==> src/rtl/pmet_ram.sv <==
// Generic single-write, single-read synchronous RAM with registered read data.
module pmet_ram #(
   parameter int WIDTH = 8,
   parameter int DEPTH = 16
) (
   input  logic                     clock,
   input  logic                     wr_en,
   input  logic [$clog2(DEPTH)-1:0] wr_addr,
   input  logic [WIDTH-1:0]         wr_data,
   input  logic                     rd_en,
   input  logic [$clog2(DEPTH)-1:0] rd_addr,
   output logic [WIDTH-1:0]         rd_data
);

   logic [WIDTH-1:0] mem_ff [DEPTH];
   logic [WIDTH-1:0] rd_data_ff;

   // Write port and registered read port.
   always_ff @(posedge clock) begin
      if (wr_en) begin
         mem_ff[wr_addr] <= wr_data;
      end
      if (rd_en) begin
         rd_data_ff <= mem_ff[rd_addr];
      end
   end

   assign rd_data = rd_data_ff;

endmodule

==> config.mk <==
export PLATFORM = sky130hd
export DESIGN_NAME = pmet_ram
export DESIGN_NICKNAME = d
export VERILOG_FILES = /design/src/rtl/pmet_ram.sv
export SDC_FILE = /design/constraint.sdc
export NUM_CORES = 1
export LEC_CHECK = 0
export ABC_AREA = 1
export BUFFER_PORTS_ARGS = -buffer_cell sky130_fd_sc_hd__buf_4
export CAP_MARGIN = 30
export CORE_AREA = 5 5 110 112
export DETAILED_ROUTE_END_ITERATION = 12
export DIE_AREA = 0 0 115 117
export GPL_TIMING_DRIVEN = 1
export PLACE_DENSITY = 0.79
export SYNTH_ARGS = -nofsm -noshare
export SYNTH_HDL_FRONTEND = slang
export SYNTH_SLANG_ARGS = --single-unit
==> constraint.sdc <==
create_clock -name clock -period 1.36 [get_ports clock]
set_input_delay 0.34 -clock clock [delete_from_list [all_inputs] [get_ports clock]]
set_output_delay 0.34 -clock clock [all_outputs]
set_load 0.02 [all_outputs]
# --- After elaboration in Yosys (flattened, before gate mapping) ---
# Memories as Yosys holds them, arrays and structs flattened. A register that Yosys moved wholly into a read port is not among the register bits.
# Index checks and enable logic that the tools add are counted.
word_totals:
  elab_cells: 3
  mem_bits_rw: 128
  input_bits: 19
  ff_bits: 0
  mem_count: 1
mem_list:
  columns: ["memory", "words", "width", "rd", "rd_ports_with_merged_regs", "wr", "line", "rtl"]
  rows:
  - ["mem_ff", 16, 8, 1, 1, 1, "15", "logic [WIDTH-1:0] mem_ff [DEPTH];"]
op_classes:
  muxes: 2
ops:
  columns: ["cell", "n"]
  rows:
  - ["1-bit two-way mux", 2]

# --- Logic depth before layout (Yosys ltp) ---
depth:
  depth_word: 2
  mapped_depth: 8
  depth_no_buf: 7

# --- Worst setup path before layout ---
# Ideal clock, no wire load.
synth_path:
  kind: "input port to flip-flop"
  startpoint: "in wr_addr[3]"
  endpoint: "mem mem_ff[4][0], enable pin"
  cell_stages: 2
  path_buffers: 0
  required_time_ps: 990
  t_arrival_ps: 921
  slack_ps: 69
  cell_sequence: "nand3b_1 -> nor2_1"
synth_rtl:
  columns: ["item", "line", "rtl"]
  rows:
  - ["start, declared", "8", "input logic [$clog2(DEPTH)-1:0] wr_addr,"]
  - ["end, declared", "15", null]
# Straight into the memory's write port.

# --- Final worst setup path ---
layout_path:
  startpoint: "reg rd_data_ff[3] (netlist: rd_data[3]) (read register of mem_ff)"
  endpoint: "out rd_data[3]"
layout_rtl:
  columns: ["item", "line", "rtl"]
  rows:
  - ["start, declared", "16", "logic [WIDTH-1:0] rd_data_ff;"]
  - ["end, declared", "12", "output logic [WIDTH-1:0] rd_data"]
# No word-level cell between the ends.

==> out/qor.yml <==
finalSetupViolCount: 0
worstRegToRegCells: 6
reg2reg_from: "mem_ff[4][4]"
dieArea_mm2: 0.01346
reg2reg_to: "rd_data[4]"
path_clk_slew_ns: 0.06
hold_path.class: "input port to flop"
drt_iter0_drc: 577
critical_path_arrival_ns: 1.02
crit_chain: "buf_6"
cts_tree: "yes"
clk_latency_ns: 0.42
reg2reg_slack_ns: 0.16
p_leak_nw: 3.005
drtPass1Iterations: 6
cp-end-kind: "output pin"
core_area_mm2: 0.01113
drt_wl_total_um: 13330
critPathLaunch: "rd_data[3]"
drv_slew: 0
gp_routability_congestion: 0.8485
grt_use_total_pct: 21.47
cts-hold-fix-buffers: 0
maxCapViolCount: 0
cp_num_buf_inv: 1
hold_viol: 0
num-fill-cells: 806
grt_pass1_vias: 3822
antenna_found_initial: 0
drc: 0
critPathSlowestCell: "edfxtp_1"
setup_ws_ns: 0.001424
syn_area_per_cell_um2: 10.61
num_vias: 3958
synth_area_mm2: 0.005847
drive_above_1_share_pct: 13.30
path_max_fanout: 1
final_antenna_net_count: 0
synthToLayoutAreaGrowth_pct: 18.60
final_cell_mix: "nand2_1, edfxtp_1, inv_1"
die_h_um: 117
clock.fmax_ghz: 0.7361
layout_commonest_cell: "nand2_1"
hold_path_depth: 1
rsz0062_at_grt: "yes"
whs_ns: 0.2264
diodes: 0
synth_cells: 551
ys_ff_latch: 136
initial_core_util_pct: 52.55
final_util_pct: 62.33
min_to: "rd_data[0]"
htreeDepth: 4
skew_ns: 0.007882
dp_slack_ns: -0.2199
yosys.cell_types.count: 11
hpwlAfterDp_um: 8065
syn_nets: 570
grt_pass1_wl_um: 20910
crit_path_start_kind: "flop"
worstSetupPathType: "flop to output pin"
outcome: "finished clean"
cts_sinks: 136
ys_warn_count: 0
fin_crit_sh_pct: 99.90
layout.cells.non_filler: 752
wl_per_cell_um: 17.73
post_cts_buffers: 0
seq_area_frac_synth_pct: 69.85
cts_root_buf: "clkbuf_16"
vias_per_cell: 5.263
worst_pin_slew_ns: 0.6269
die_w_um: 115
slew-limit-headroom_pct: 58.15
critical_path.top_delay_family: "flip-flops"
numPortBuffers: 26
std_cell_rows: 39
power_w: 0.01026
p_per_area_mw_per_mm2: 1480
peakVddDrop_mv: 0.7885
grt_overflow: 0
critPathRequiredTime_ns: 1.02
nets: 615
worstHoldStart: "rd_en"
grt_max_degree: 48
cp_slowest_stage_delay_ns: 0.44
post-route-min-period_ns: 1.359
clock_path_buffers: 2
cts_made_buffers: 17
num_io_pins: 27
dp_cells: 720
==> registers in the layout, summed over array words and instances, names as in the netlist <==
name and flops:
mem_ff 128, rd_data 8
==> timing repair <==
action                     CTS  global route
hold endpoints to repair     0             0
setup endpoints to repair    3             4
resized for setup            3             1
==> metrics by stage <==
stage / cell area (um2) / setup TNS, ns
floorplan: 5847 / 0
global placement: 6285 / -0.9534
detailed placement: 6285 / -1.267
CTS: 6930 / -0.02033
global route: 6934 / -0.05172
finish: 6934 / 0
==> cell usage after synthesis <==
master | number | area (um2)
edfxtp_1 | 136 | 4084
nor2_1 | 17 | 63.81
inv_1 | 100 | 375.4
nand3_1 | 97 | 485.5
buf_1 | 1 | 3.750
buf_4 | 4 | 30.03
nand2_1 | 173 | 649.4
nand3b_1 | 2 | 15.01
buf_6 | 6 | 67.56
inv_2 | 2 | 7.510
buf_2 | 13 | 65.06
==> metal layers <==
layer	vias up	track usage (%)	wire, um
met5	-	0	0
met3	31	6.632	1298
li1	1871	-	-
met1	1824	28.17	5347
met2	232	33.80	6305
met4	0	8.451	382
==> cell families after synthesis <==
family | share of synthesized area (%)
AND/OR/NAND/NOR | 20.76
buffers and inverters | 9.394
flip-flops | 69.85
==> how the worst max path moves through the flow <==
stage | end | slack [ns] | cells after the start
final | rd_data[3] | 0.001 | 1
after global routing | rd_data[3] | -0.03 | 1
after CTS | rd_data[3] | -0.02 | 1
after detailed placement | rd_data[5] | -0.22 | 6
after global placement | rd_data[5] | -0.16 | 6
after floorplan | mem_ff[4][0] | 0.07 | 2
==> power breakdown <==
part	leakage, nW	total, W	internal, W	switching [W]
logic	1.47	0.000638	0.000213	0.000425
clock network	0.305	0.00487	0.00323	0.00164
registers	1.24	0.00476	0.00472	0.0000320
total	3.01	0.0103	0.00816	0.00210
==> layout make-up <==
cell class / instances / area [um2] / share of cell area, %
Sequential cell: 136 / 4084 / 58.90
Multi-Input combinational cell: 289 / 1214 / 17.50
Timing Repair Buffer: 50 / 440.4 / 6.351
Clock buffer: 18 / 429.2 / 6.189
Inverter: 102 / 382.9 / 5.521
Clock inverter: 14 / 205.2 / 2.959
Tap cell: 143 / 178.9 / 2.580
Note: power is estimated with default switching activity, not from simulation.
