==> src/rtl/pmet_pkg.sv <==
// Shared types, constants and helpers for the process memory event tracker.
package pmet_pkg;

   // Table size default for the top-level parameter.
   localparam int TABLE_ENTRIES_DEFAULT = 128;

   // Field widths fixed by the event format.
   localparam int PID_W    = 22;
   localparam int CALL_W   = 10;
   localparam int WORD_W   = 32;
   localparam int COUNT_W  = 16;
   localparam int WINDOW_W = 16;
   localparam int CSR_W    = 16;
   localparam int CSR_IDX_W = 2;

   // Configuration register indexes.
   localparam logic [CSR_IDX_W-1:0] CSR_WINDOW_SECONDS = 2'd0;
   localparam logic [CSR_IDX_W-1:0] CSR_MPROTECT_CALL  = 2'd1;
   localparam logic [CSR_IDX_W-1:0] CSR_MMAP_CALL      = 2'd2;

   // Configuration reset values.
   localparam logic [WINDOW_W-1:0] WINDOW_SECONDS_RESET = 16'd30;
   localparam logic [CALL_W-1:0]   MPROTECT_CALL_RESET  = 10'd10;
   localparam logic [CALL_W-1:0]   MMAP_CALL_RESET      = 10'd9;

   // Score kinds reported with each transaction.
   localparam logic [1:0] SCORE_NONE       = 2'd0;
   localparam logic [1:0] SCORE_INJECTION  = 2'd1;
   localparam logic [1:0] SCORE_PROTECTION = 2'd2;
   localparam logic [1:0] SCORE_MAPPING    = 2'd3;

   // Event decoding constants.
   localparam logic [2:0]         PROT_RWX     = 3'b111;
   localparam int                 PROT_X_BIT   = 2;
   localparam int                 MAP_ANON_BIT = 5;
   localparam logic [COUNT_W-1:0] COUNT_MAX    = 16'hFFFF;
   localparam logic [COUNT_W-1:0] LOW_COUNT_LIMIT = 16'd3;

   // Reciprocal of ten: (x * 0xCCCD) >> 19 equals x / 10 for every 16-bit x.
   localparam logic [COUNT_W-1:0] DIV10_RECIP = 16'hCCCD;
   localparam int                 DIV10_SHIFT = 19;

   // Input transaction.
   typedef struct packed {
      logic [PID_W-1:0]  process_id;
      logic [CALL_W-1:0] call_number;
      logic [WORD_W-1:0] protection_bits;
      logic [WORD_W-1:0] mapping_flags;
      logic [WORD_W-1:0] now_seconds;
   } pmet_req_type;

   // Result transaction.
   typedef struct packed {
      logic               suspicious;
      logic               injection_detected;
      logic [1:0]         score_kind;
      logic               log_warning;
      logic [COUNT_W-1:0] flag_count;
   } pmet_rsp_type;

   // One table entry as stored in memory.
   typedef struct packed {
      logic [PID_W-1:0]   process_id;
      logic [WORD_W-1:0]  window_start;
      logic [COUNT_W-1:0] alert_count;
      logic               rwx_seen;
      logic               anon_exec_seen;
      logic               reported;
   } pmet_entry_type;

   // Outcome of applying one event, before the warning hint is worked out.
   typedef struct packed {
      logic               suspicious;
      logic               injection;
      logic               warn_candidate;
      logic [1:0]         score_kind;
      logic [COUNT_W-1:0] flag_count;
   } pmet_verdict_type;

   // A freshly opened window for a process.
   function automatic pmet_entry_type fresh_entry(input logic [PID_W-1:0]  pid,
                                                  input logic [WORD_W-1:0] now);
      pmet_entry_type e;
      e.process_id     = pid;
      e.window_start   = now;
      e.alert_count    = '0;
      e.rwx_seen       = 1'b0;
      e.anon_exec_seen = 1'b0;
      e.reported       = 1'b0;
      return e;
   endfunction

endpackage

==> src/rtl/pmet_event.sv <==
// Applies one event to a table entry: window aging, flag updates and injection report.
module pmet_event
   import pmet_pkg::*;
(
   input  pmet_req_type        req,
   input  pmet_entry_type      entry,
   input  logic [WINDOW_W-1:0] window_seconds,
   input  logic [CALL_W-1:0]   mprotect_call,
   input  logic [CALL_W-1:0]   mmap_call,
   output pmet_entry_type      next_entry,
   output pmet_verdict_type    verdict
);

   logic [WORD_W-1:0] age;
   logic              stale;
   logic              is_mprotect;
   logic              is_mmap;
   logic              rwx_hit;
   logic              anon_hit;
   logic              susp;
   logic              inject;
   pmet_entry_type    base;
   pmet_entry_type    upd;

   // Age is taken modulo 2^32, so a time that runs backwards looks stale.
   assign age   = req.now_seconds - entry.window_start;
   assign stale = age > {{(WORD_W-WINDOW_W){1'b0}}, window_seconds};

   // Classify the call; a match on the protection call number takes priority.
   assign is_mprotect = req.call_number == mprotect_call;
   assign is_mmap     = !is_mprotect && (req.call_number == mmap_call);
   assign rwx_hit     = is_mprotect && (req.protection_bits[2:0] == PROT_RWX);
   assign anon_hit    = is_mmap && req.mapping_flags[MAP_ANON_BIT]
                        && req.protection_bits[PROT_X_BIT];
   assign susp        = rwx_hit || anon_hit;

   // Build the updated entry and decide on the one-time injection report.
   always_comb begin
      base = stale ? fresh_entry(req.process_id, req.now_seconds) : entry;
      upd  = base;
      if (rwx_hit) begin
         upd.rwx_seen = 1'b1;
      end
      if (anon_hit) begin
         upd.anon_exec_seen = 1'b1;
      end
      if (susp && (base.alert_count != COUNT_MAX)) begin
         upd.alert_count = base.alert_count + 1'b1;
      end
      inject = upd.rwx_seen && upd.anon_exec_seen && !upd.reported;
      if (inject) begin
         upd.reported = 1'b1;
      end
   end

   assign next_entry = upd;

   // Summary of the transaction; the warning hint only applies without a report.
   always_comb begin
      verdict.suspicious     = susp || inject;
      verdict.injection      = inject;
      verdict.warn_candidate = susp && !inject;
      verdict.flag_count     = upd.alert_count;
      if (inject) begin
         verdict.score_kind = SCORE_INJECTION;
      end else if (rwx_hit) begin
         verdict.score_kind = SCORE_PROTECTION;
      end else if (anon_hit) begin
         verdict.score_kind = SCORE_MAPPING;
      end else begin
         verdict.score_kind = SCORE_NONE;
      end
   end

endmodule

==> config.mk <==
export PLATFORM = sky130hd
export DESIGN_NAME = pmet_event
export DESIGN_NICKNAME = d
export VERILOG_FILES = /design/src/rtl/pmet_pkg.sv /design/src/rtl/pmet_event.sv
export SDC_FILE = /design/constraint.sdc
export NUM_CORES = 1
export LEC_CHECK = 0
export ABC_AREA = 1
export BUFFER_PORTS_ARGS = -buffer_cell sky130_fd_sc_hd__buf_2
export CAP_MARGIN = 15
export CELL_PAD_IN_SITES_DETAIL_PLACEMENT = 2
export CELL_PAD_IN_SITES_GLOBAL_PLACEMENT = 2
export CORE_MARGIN = 1.5
export CORE_UTILIZATION = 17
export DETAILED_ROUTE_END_ITERATION = 8
export GPL_TIMING_DRIVEN = 0
export PLACE_DENSITY = 0.76
export SETUP_SLACK_MARGIN = 0.1
export SYNTH_ARGS = -nofsm -noshare
export SYNTH_HDL_FRONTEND = slang
export SYNTH_SLANG_ARGS = --single-unit
==> constraint.sdc <==
create_clock -name vclk -period 4.65
set_clock_uncertainty 0.05 [all_clocks]
set_input_delay 0.465 -clock vclk [all_inputs]
set_output_delay 0.465 -clock vclk [all_outputs]
set_load 0.03 [all_outputs]
Word-level counts from Yosys, hierarchy flattened
Index checks and enable logic that the tools add are counted.
{ "word_totals": {"reg_bits": 0, "in_bits": 237, "output_inout_bits": 94, "elab_cells": 28} }
{ "op_classes": {"n_addsub": 2, "n_lt_le_gt_ge": 1, "n_eq_ne": 4, "muxes": 8, "reduce_logical": 13} }
{ "ops": {"columns": ["cell", "count"], "rows": [
  ["$mux W73", 1],
  ["$gt A32 B16 Y1", 1],
  ["$sub A32 B32 Y32", 1],
  ["$eq A10 B10 Y1", 2],
  ["$add A16 B1 Y16 const B", 1],
  ["$mux W16", 1],
  ["$ne A16 B16 Y1 const B", 1],
  ["$logic_and A1 B1 Y1", 8],
  ["$mux W2", 3],
  ["$eq A3 B3 Y1 const B", 1],
  ["$logic_not A1 Y1", 3],
  ["$mux W1", 3],
  ["$logic_or A1 B1 Y1", 2]
]} }

Longest topological paths before layout
Gate-level depths: netlist of the first run.
{ "depth": {"depth_word": 10, "ltp_mapped": 37, "mapped_depth_nobuf": 33} }

Least setup slack after synthesis of the first run
OpenSTA, ideal clock, no wires.
{ "synth_timing": {"path_kind": "input port to output port", "from": "input port req[0] (netlist name)", "to": "output port verdict[12] (netlist name)", "arrival_time_ns": 4.879, "required_ns": 4.135, "setup_slack_ns": -0.744, "cell_stages": 31, "n_path_buf": 4, "path_cell_list": "inv_1 ha_1 fa_1 inv_1 nand3_1 nand3_1 nand3_1 nand3_1 xor2_1 ha_1 nand4_1 nor2_1 nand3_1 nand2_1 nand3_1 nor2_1 nand2_1 nor2_4 nand2_2 buf_6 buf_6 buf_2 nor2_1 ha_1 nand2_1 nor2_1 nand3_1 nor2_1 nand3_1 xnor2_1 buf_4"} }
{ "synth_lines": {"columns": ["item", "line", "source"], "rows": [
  ["from (decl)", "pmet_event.sv:5", "input pmet_req_type req,"],
  ["to (decl)", "pmet_event.sv:11", "output pmet_verdict_type verdict"]
]} }

==> results of run 1 <==
==> per-layer routing <==
metal | global-route usage [%] | up-vias | part of all wire, %
met5 | 0 | - | 0
met4 | 2.74 | 0 | 3.0
met3 | 0.991 | 43 | 4.0
met2 | 37.1 | 225 | 56
met1 | 18.7 | 3755 | 37
li1 | - | 3852 | -
==> layout make-up <==
type                       instances  share of cell area (%)
antenna                            2                  0.0517
inverter                         227                    9.08
buffer                            31                    4.46
multi-input combinational        809                    55.5
timing repair buffer             322                    25.8
tap                              390                    5.04
==> synth_stat cells, types with 3 or more instances <==
cell type	n
nor2_1	79
nor3_2	3
nor2_4	3
nor3_1	4
inv_2	7
nand3_1	55
buf_4	17
nor2_2	13
nand4_1	20
a21oi_1	27
xnor2_1	9
buf_2	8
inv_1	219
or2_2	7
xor2_1	19
nand2_1	459
ha_1	48
o21ai_0	36
and2_1	3
nand2_2	6
nor4_1	4
clkbuf_1	4
==> stage by stage <==
step	hold WS, ps	worst slack, ps
2_1_floorplan	1090	-132
3_3_place_gp	1220	-1550
3_5_place_dp	1230	-1700
4_1_cts	1200	-824
5_1_grt	1210	-1150
6_report	1190	-879
==> logic make-up after synthesis <==
logic type | Yosys count
AND/OR/NAND/NOR | 662
adder cells (fa/ha/maj) | 49
buffers and inverters | 259
XOR/XNOR | 28
AO/OA/AOI/OAI | 70
==> power by group through the flow <==
| stage | combinational, W | clock (W) | sequential [W] |
|---|---|---|---|
| 6_report | 0.000861 | 0.0000000000576 | 0 |
| 5_1_grt | 0.000958 | 0.0000000000575 | 0 |
| 4_1_cts | 0.000784 | 0 | 0 |
| 3_5_place_dp | 0.000704 | 0 | 0 |
| 3_3_place_gp | 0.000676 | 0 | 0 |
| 2_1_floorplan | 0.000445 | 0 | 0 |
==> worst max path at each step <==
stage / slack (ps) / to / start / cells past startpoint
2_1_floorplan: -130 / verdict[13] / req[0] / 32
3_3_place_gp: -1550 / verdict[11] / req[0] / 33
3_5_place_dp: -1700 / verdict[4] / entry[21] / 36
4_1_cts: -820 / verdict[13] / entry[21] / 38
5_1_grt: -1150 / verdict[0] / req[0] / 30
6_report: -880 / verdict[0] / req[0] / 36
==> worst max-delay path, delay by kind of cell <==
kind / cells / cell delay [ps]
and+or+nand+nor: 20 / 2200
buffers and inverters: 9 / 970
adders and majority gates: 4 / 960
xor gates and xnor gates: 2 / 340
AOI/OAI and AO/OA: 1 / 60
==> what timing repair did <==
item                       4_1_cts  5_1_grt
setup buffers                   33       13
gates cloned                     1        6
setup endpoints to repair       94       94
pin swaps                       70       49
resized for setup              235      292
==> cell usage in the layout (no fill, tap or decap), types with 3 or more instances in the layout <==
cell type / instances
nor4_1: 4
inv_4: 3
o21ai_4: 13
and2_1: 3
clkbuf_16: 6
a21oi_2: 7
o21ai_1: 5
buf_2: 176
nor3_1: 3
nand3_1: 40
nand3_4: 6
nor2_2: 17
nand4_1: 20
nand3_2: 10
nor2_1: 65
ha_1: 32
inv_2: 19
buf_6: 105
inv_1: 202
o21ai_0: 4
or2_2: 7
buf_8: 7
o21ai_2: 16
buf_12: 14
a21oi_1: 19
nand2_1: 332
xor2_1: 18
nor2_4: 13
nor3_2: 4
buf_4: 42
nand2_4: 70
xnor2_1: 7
nand2_2: 64
ha_4: 16
==> summary.md, run 1 <==
| Metric | Value |
|---|---|
| Status | finished with violations |
| Failing checks | negative setup slack |
| Routed len/inst | between 15 and 20 um |
| WS Path Type | input port to primary output |
| Syn. warnings | 0 |
| Adder-cell share of the synthesized area | 12.2% |
| Clock power frac | 0% |
| Synthesized-area fraction occupied by xor and xnor cells | roughly 4.8% |
| Initial Util | 17.2% |
| Tmin final | between 5000 and 6000 ps |
| Post-Syn Nets | approximately 1,400 |
| Worst-margin pin slew | between 600 and 700 ps |
| Placeable Area | between 20,000 and 30,000 sq um |
| Post-route insts no fill | around 1,800 |
| Slack of the critical path | -879 ps |
| Required time of the critical path | 4140 ps |
| Slew Viols, Final | 0 |
| Final TNS setup | -32,700 ps |
| Synth area leader | nand2_1 |
| Hold-fix buffers, CTS | 0 |
| Power Dens Cells | ~89 nW/um^2 |
| Mux share of post-synthesis cell area | 0% |
| Endpoint of the worst hold-timing path | next_entry[64] |
| Area Growth Syn to Fin | 90.4% |
| Final Hold Violating Endpoints | 0 |
| Final-layout clock buffer total | 0 |
| Tcrit/Tclk final | 119% |
| Cells after DPL | about 1,700 |
| Routed vias | approximately 8,000 |
| Post-DRT Antenna Nets | 0 |
| Worst VDD drop | ~0.000049 V |
| Switch share | 59.4% |
| GRT Total Usage | between 15 and 20% |
| Post-synthesis cell count | around 1,100 |
| Yosys top cell area share | roughly a third |
| HP Start | entry[64] |
| Nets@finish | between 1,500 and 2,000 |
| Die height | around 180 um |
| Worst hold path depth | 4 |
| Share of cells above drive strength 1 | a little under half |
| Fill cells | between 3,000 and 4,000 |
| Register area | 0 sq um |
| Comb pwr share | 100.0% |
| Setup crit start kind | input port |
| Vias per cell | about 4.4 |
| Seq pwr share | 0% |
| Final wirelength | ~31,000 um |
| Util after Layout | 32.8% |
| Largest net degree at the start of global routing | 11 |
| GPL Wtd Cong | a little under 0.9 |
| Worst Hold Class | input port to primary output |
| Final setup fails | between 80 and 90 |
| Largest family of logic cells by synthesized area | simple AND/OR/NAND/NOR gates |
| Boundary Pins | approximately 330 |
| Pint | about 0.00035 W |
| Final Cell Area | 9680 sq um |
| DR iter-0 viols | roughly 140 |
| Number of max-cap violations | 0 |
| PortBufs | between 200 and 300 |
| Synthesized area per cell | 4.76 sq um |
| P_sw | 0.000511 W |
| FMAX | between 150 and 200 MHz |
| Critical-path top delay cell | fa_2 |
| CP arrival | around 5000 ps |
| Total chip power | 0.000861 W |
| Rel. slew slack | around 53% |
| Sequential cell count | 0 |
| Die area | 31,000 sq um |
| Detailed-route DRC error count | 0 |
| RSZ-0062 raised after global routing | true |
| Multi-input logic area | ~5400 sq um |
| CP Capture Type | primary output |
| Top post-synthesis cells by area | nand2_1 (34%), inv_1 (16%), ha_1 (12%), nor2_1 (5.8%), nand3_1 (5.4%) |
| Complex-gate fraction of the synthesized area | 7.38% |
| Post-synthesis cell area | just over 5000 sq um |
| Drt first pass iters | 4 |
| Cell Area, Placed | 7470 sq um |
| HPWL Detailed | between 20,000 and 25,000 um |
| P_leak | between 5 and 6 nW |
| Antenna violations before repair | 2 |
| Crit-path max cell delay | between 300 and 400 ps |
| Total grt overflow | 0 |
| Sequential area share after synthesis | 0% |
| Die X | between 150 and 200 um |
| Distinct cells, synth | 37 |
| # rows | between 60 and 70 |
| Simple-gate share of the synthesized area | between 50 and 60% |
| CP Max Fanout | 8 |
| Number of global-route vias before repair | ~8,500 |
| First-pass GRT wire length | ~44,000 um |
Note: power is estimated with default switching activity, not from simulation.
==> run 2: changes to the inputs <==
- REMOVE_ABC_BUFFERS: unset -> 1
==> summary.md, run 2 (same netlist as run 1, synthesis figures left out) <==
| Metric | Value |
|---|---|
| Status | finished with violations |
| Failing checks | negative setup slack |
| Required time of the critical path | ~4100 ps |
| Final-layout clock buffer total | 0 |
| Final Cell Area | 8570 sq um |
| Power Dens Cells | slightly below 100 nW/um^2 |
| Top sig layer | met4 |
| Crit-path max cell delay | around 300 ps |
| Placeable Area | between 20,000 and 30,000 sq um |
| Slack of the critical path | -575 ps |
| Rel. slew slack | 60.3% |
| Tmin final | 5220 ps |
| WS Path Type | input port to primary output |
| CP Max Fanout | 5 |
| Worst VDD drop | 0.0000312 V |
| Nets@finish | approximately 1,700 |
| Most common cell on crit path | buf_4 |
| Worst-margin pin slew | roughly 590 ps |
| Detailed-route DRC error count | 0 |
| Met2 wire length | roughly 15,000 um |
| HPWL Detailed | ~22,000 um |
| Routed len/inst | 16.2 um |
| Post-DRT Antenna Nets | 0 |
| Largest net degree at the start of global routing | 34 |
| FMAX | roughly 190 MHz |
| Cells after DPL | approximately 1,700 |
| Sequential cell count | 0 |
| # rows | 63 |
| Die X | ~180 um |
| Routed vias | 7,646 |
| Final Hold Violating Endpoints | 0 |
| Final setup fails | 36 |
| Antenna violations before repair | 0 |
| Cell Area, Placed | 6750 sq um |
| DR iter-0 viols | 198 |
| Met1 WL | 12,800 um |
| Most common cell after layout, fill and taps aside | nand2_1 |
| CP Capture Type | primary output |
| Util after Layout | around 29% |
| Total grt overflow | 0 |
| Setup crit start kind | input port |
| GPL Wtd Cong | between 0.7 and 0.8 |
| Share of cells above drive strength 1 | between 30% and 40% |
| Die area | 31,000 sq um |
| CP arrival | 4710 ps |
| Final wirelength | 28,600 um |
| RSZ-0062 raised after global routing | true |
| P_leak | 5.01 nW |
| Number of global-route vias before repair | around 8,100 |
| Drt first pass iters | 4 |
| Initial Util | between 10% and 20% |
| Fill cells | between 3,000 and 4,000 |
| Boundary Pins | approximately 330 |
| Total chip power | roughly 0.00083 W |
| Routed wl met3 | between 800 and 900 um |
| Area Growth Syn to Fin | 68.6% |
| Tcrit/Tclk final | 112% |
| Ant diodes | 0 |
| PortBufs | between 200 and 300 |
| First-pass GRT wire length | approximately 43,000 um |
| Most frequent cells in the layout | nand2_1 (392), buf_2 (214), inv_1 (197) |
| Register area | 0 sq um |
| Slew Viols, Final | 0 |
| Vias per cell | about 4.3 |
| Critical-path top delay cell | nor2_4 |
| Number of max-cap violations | 0 |
| Post-route insts no fill | ~1,800 |
| GRT Total Usage | between 10% and 20% |
| Worst Hold Class | input port to primary output |
| Hold-fix buffers, CTS | 0 |
| Die height | roughly 180 um |
-- run 2: cell count changes in the layout (fill, tap and decap cells not counted), sizes merged, moves of 2 or more --
| cell | previous run | this run |
|---|---|---|
| bufbuf | 0 | 2 |
| clkbuf | 8 | 0 |
| diode | 2 | 0 |
| buf | 345 | 326 |
| nand2 | 466 | 468 |
-- run 2: final cells by class --
type	count	area [sq um]	area share, %
inverters	227	891	10.4
well taps	390	488	5.69
multi-input cells	813	4950	57.8
repair buffers	328	2230	26.0
repair inverters	1	11.3	0.131
-- run 2: metal layers --
layer / up-vias / global-route usage [%]
li1: 3813 / -
met1: 3666 / 22.7
met2: 143 / 31.7
met3: 24 / 0.581
met4: 0 / 0.890
met5: - / 0
-- run 2: metrics by stage --
step	TNS, ps	hold slack [ps]	worst slack, ps
after detailed placement	-105940	1230	-2140
after global routing	-26700	1250	-850
after floorplan	-54900	1070	-1530
final	-16670	1220	-575
after CTS	-16900	1230	-516
after global placement	-197820	1220	-3040
-- run 2: what timing repair did --
action,CTS,global route
setup buffers,36,17
endpoints found under the hold margin,0,0
gates cloned,6,2
resized for setup,203,150
setup endpoints to repair,94,94
pin swaps,63,68
-- run 2: power by group --
| group | internal, W | switching (W) | total (W) |
|---|---|---|---|
| logic | 0.000335 | 0.000499 | 0.000834 |
| registers | 0 | 0 | 0 |
| clock network | 0 | 0 | 0 |
| total | 0.000335 | 0.000499 | 0.000834 |
-- run 2: worst paths after layout --
path,end,from,depth (start not counted)
setup / recovery,next_entry[11],entry[27],34
hold / removal,next_entry[65],entry[65],4
-- run 2: critical path, delay by kind of cell --
| kind | cells | cell delay [ps] |
|---|---|---|
| and+or+nand+nor | 19 | 2090 |
| buffers and inverters | 12 | 1590 |
| xor gates and xnor gates | 1 | 150 |
| adders and majority gates | 2 | 410 |
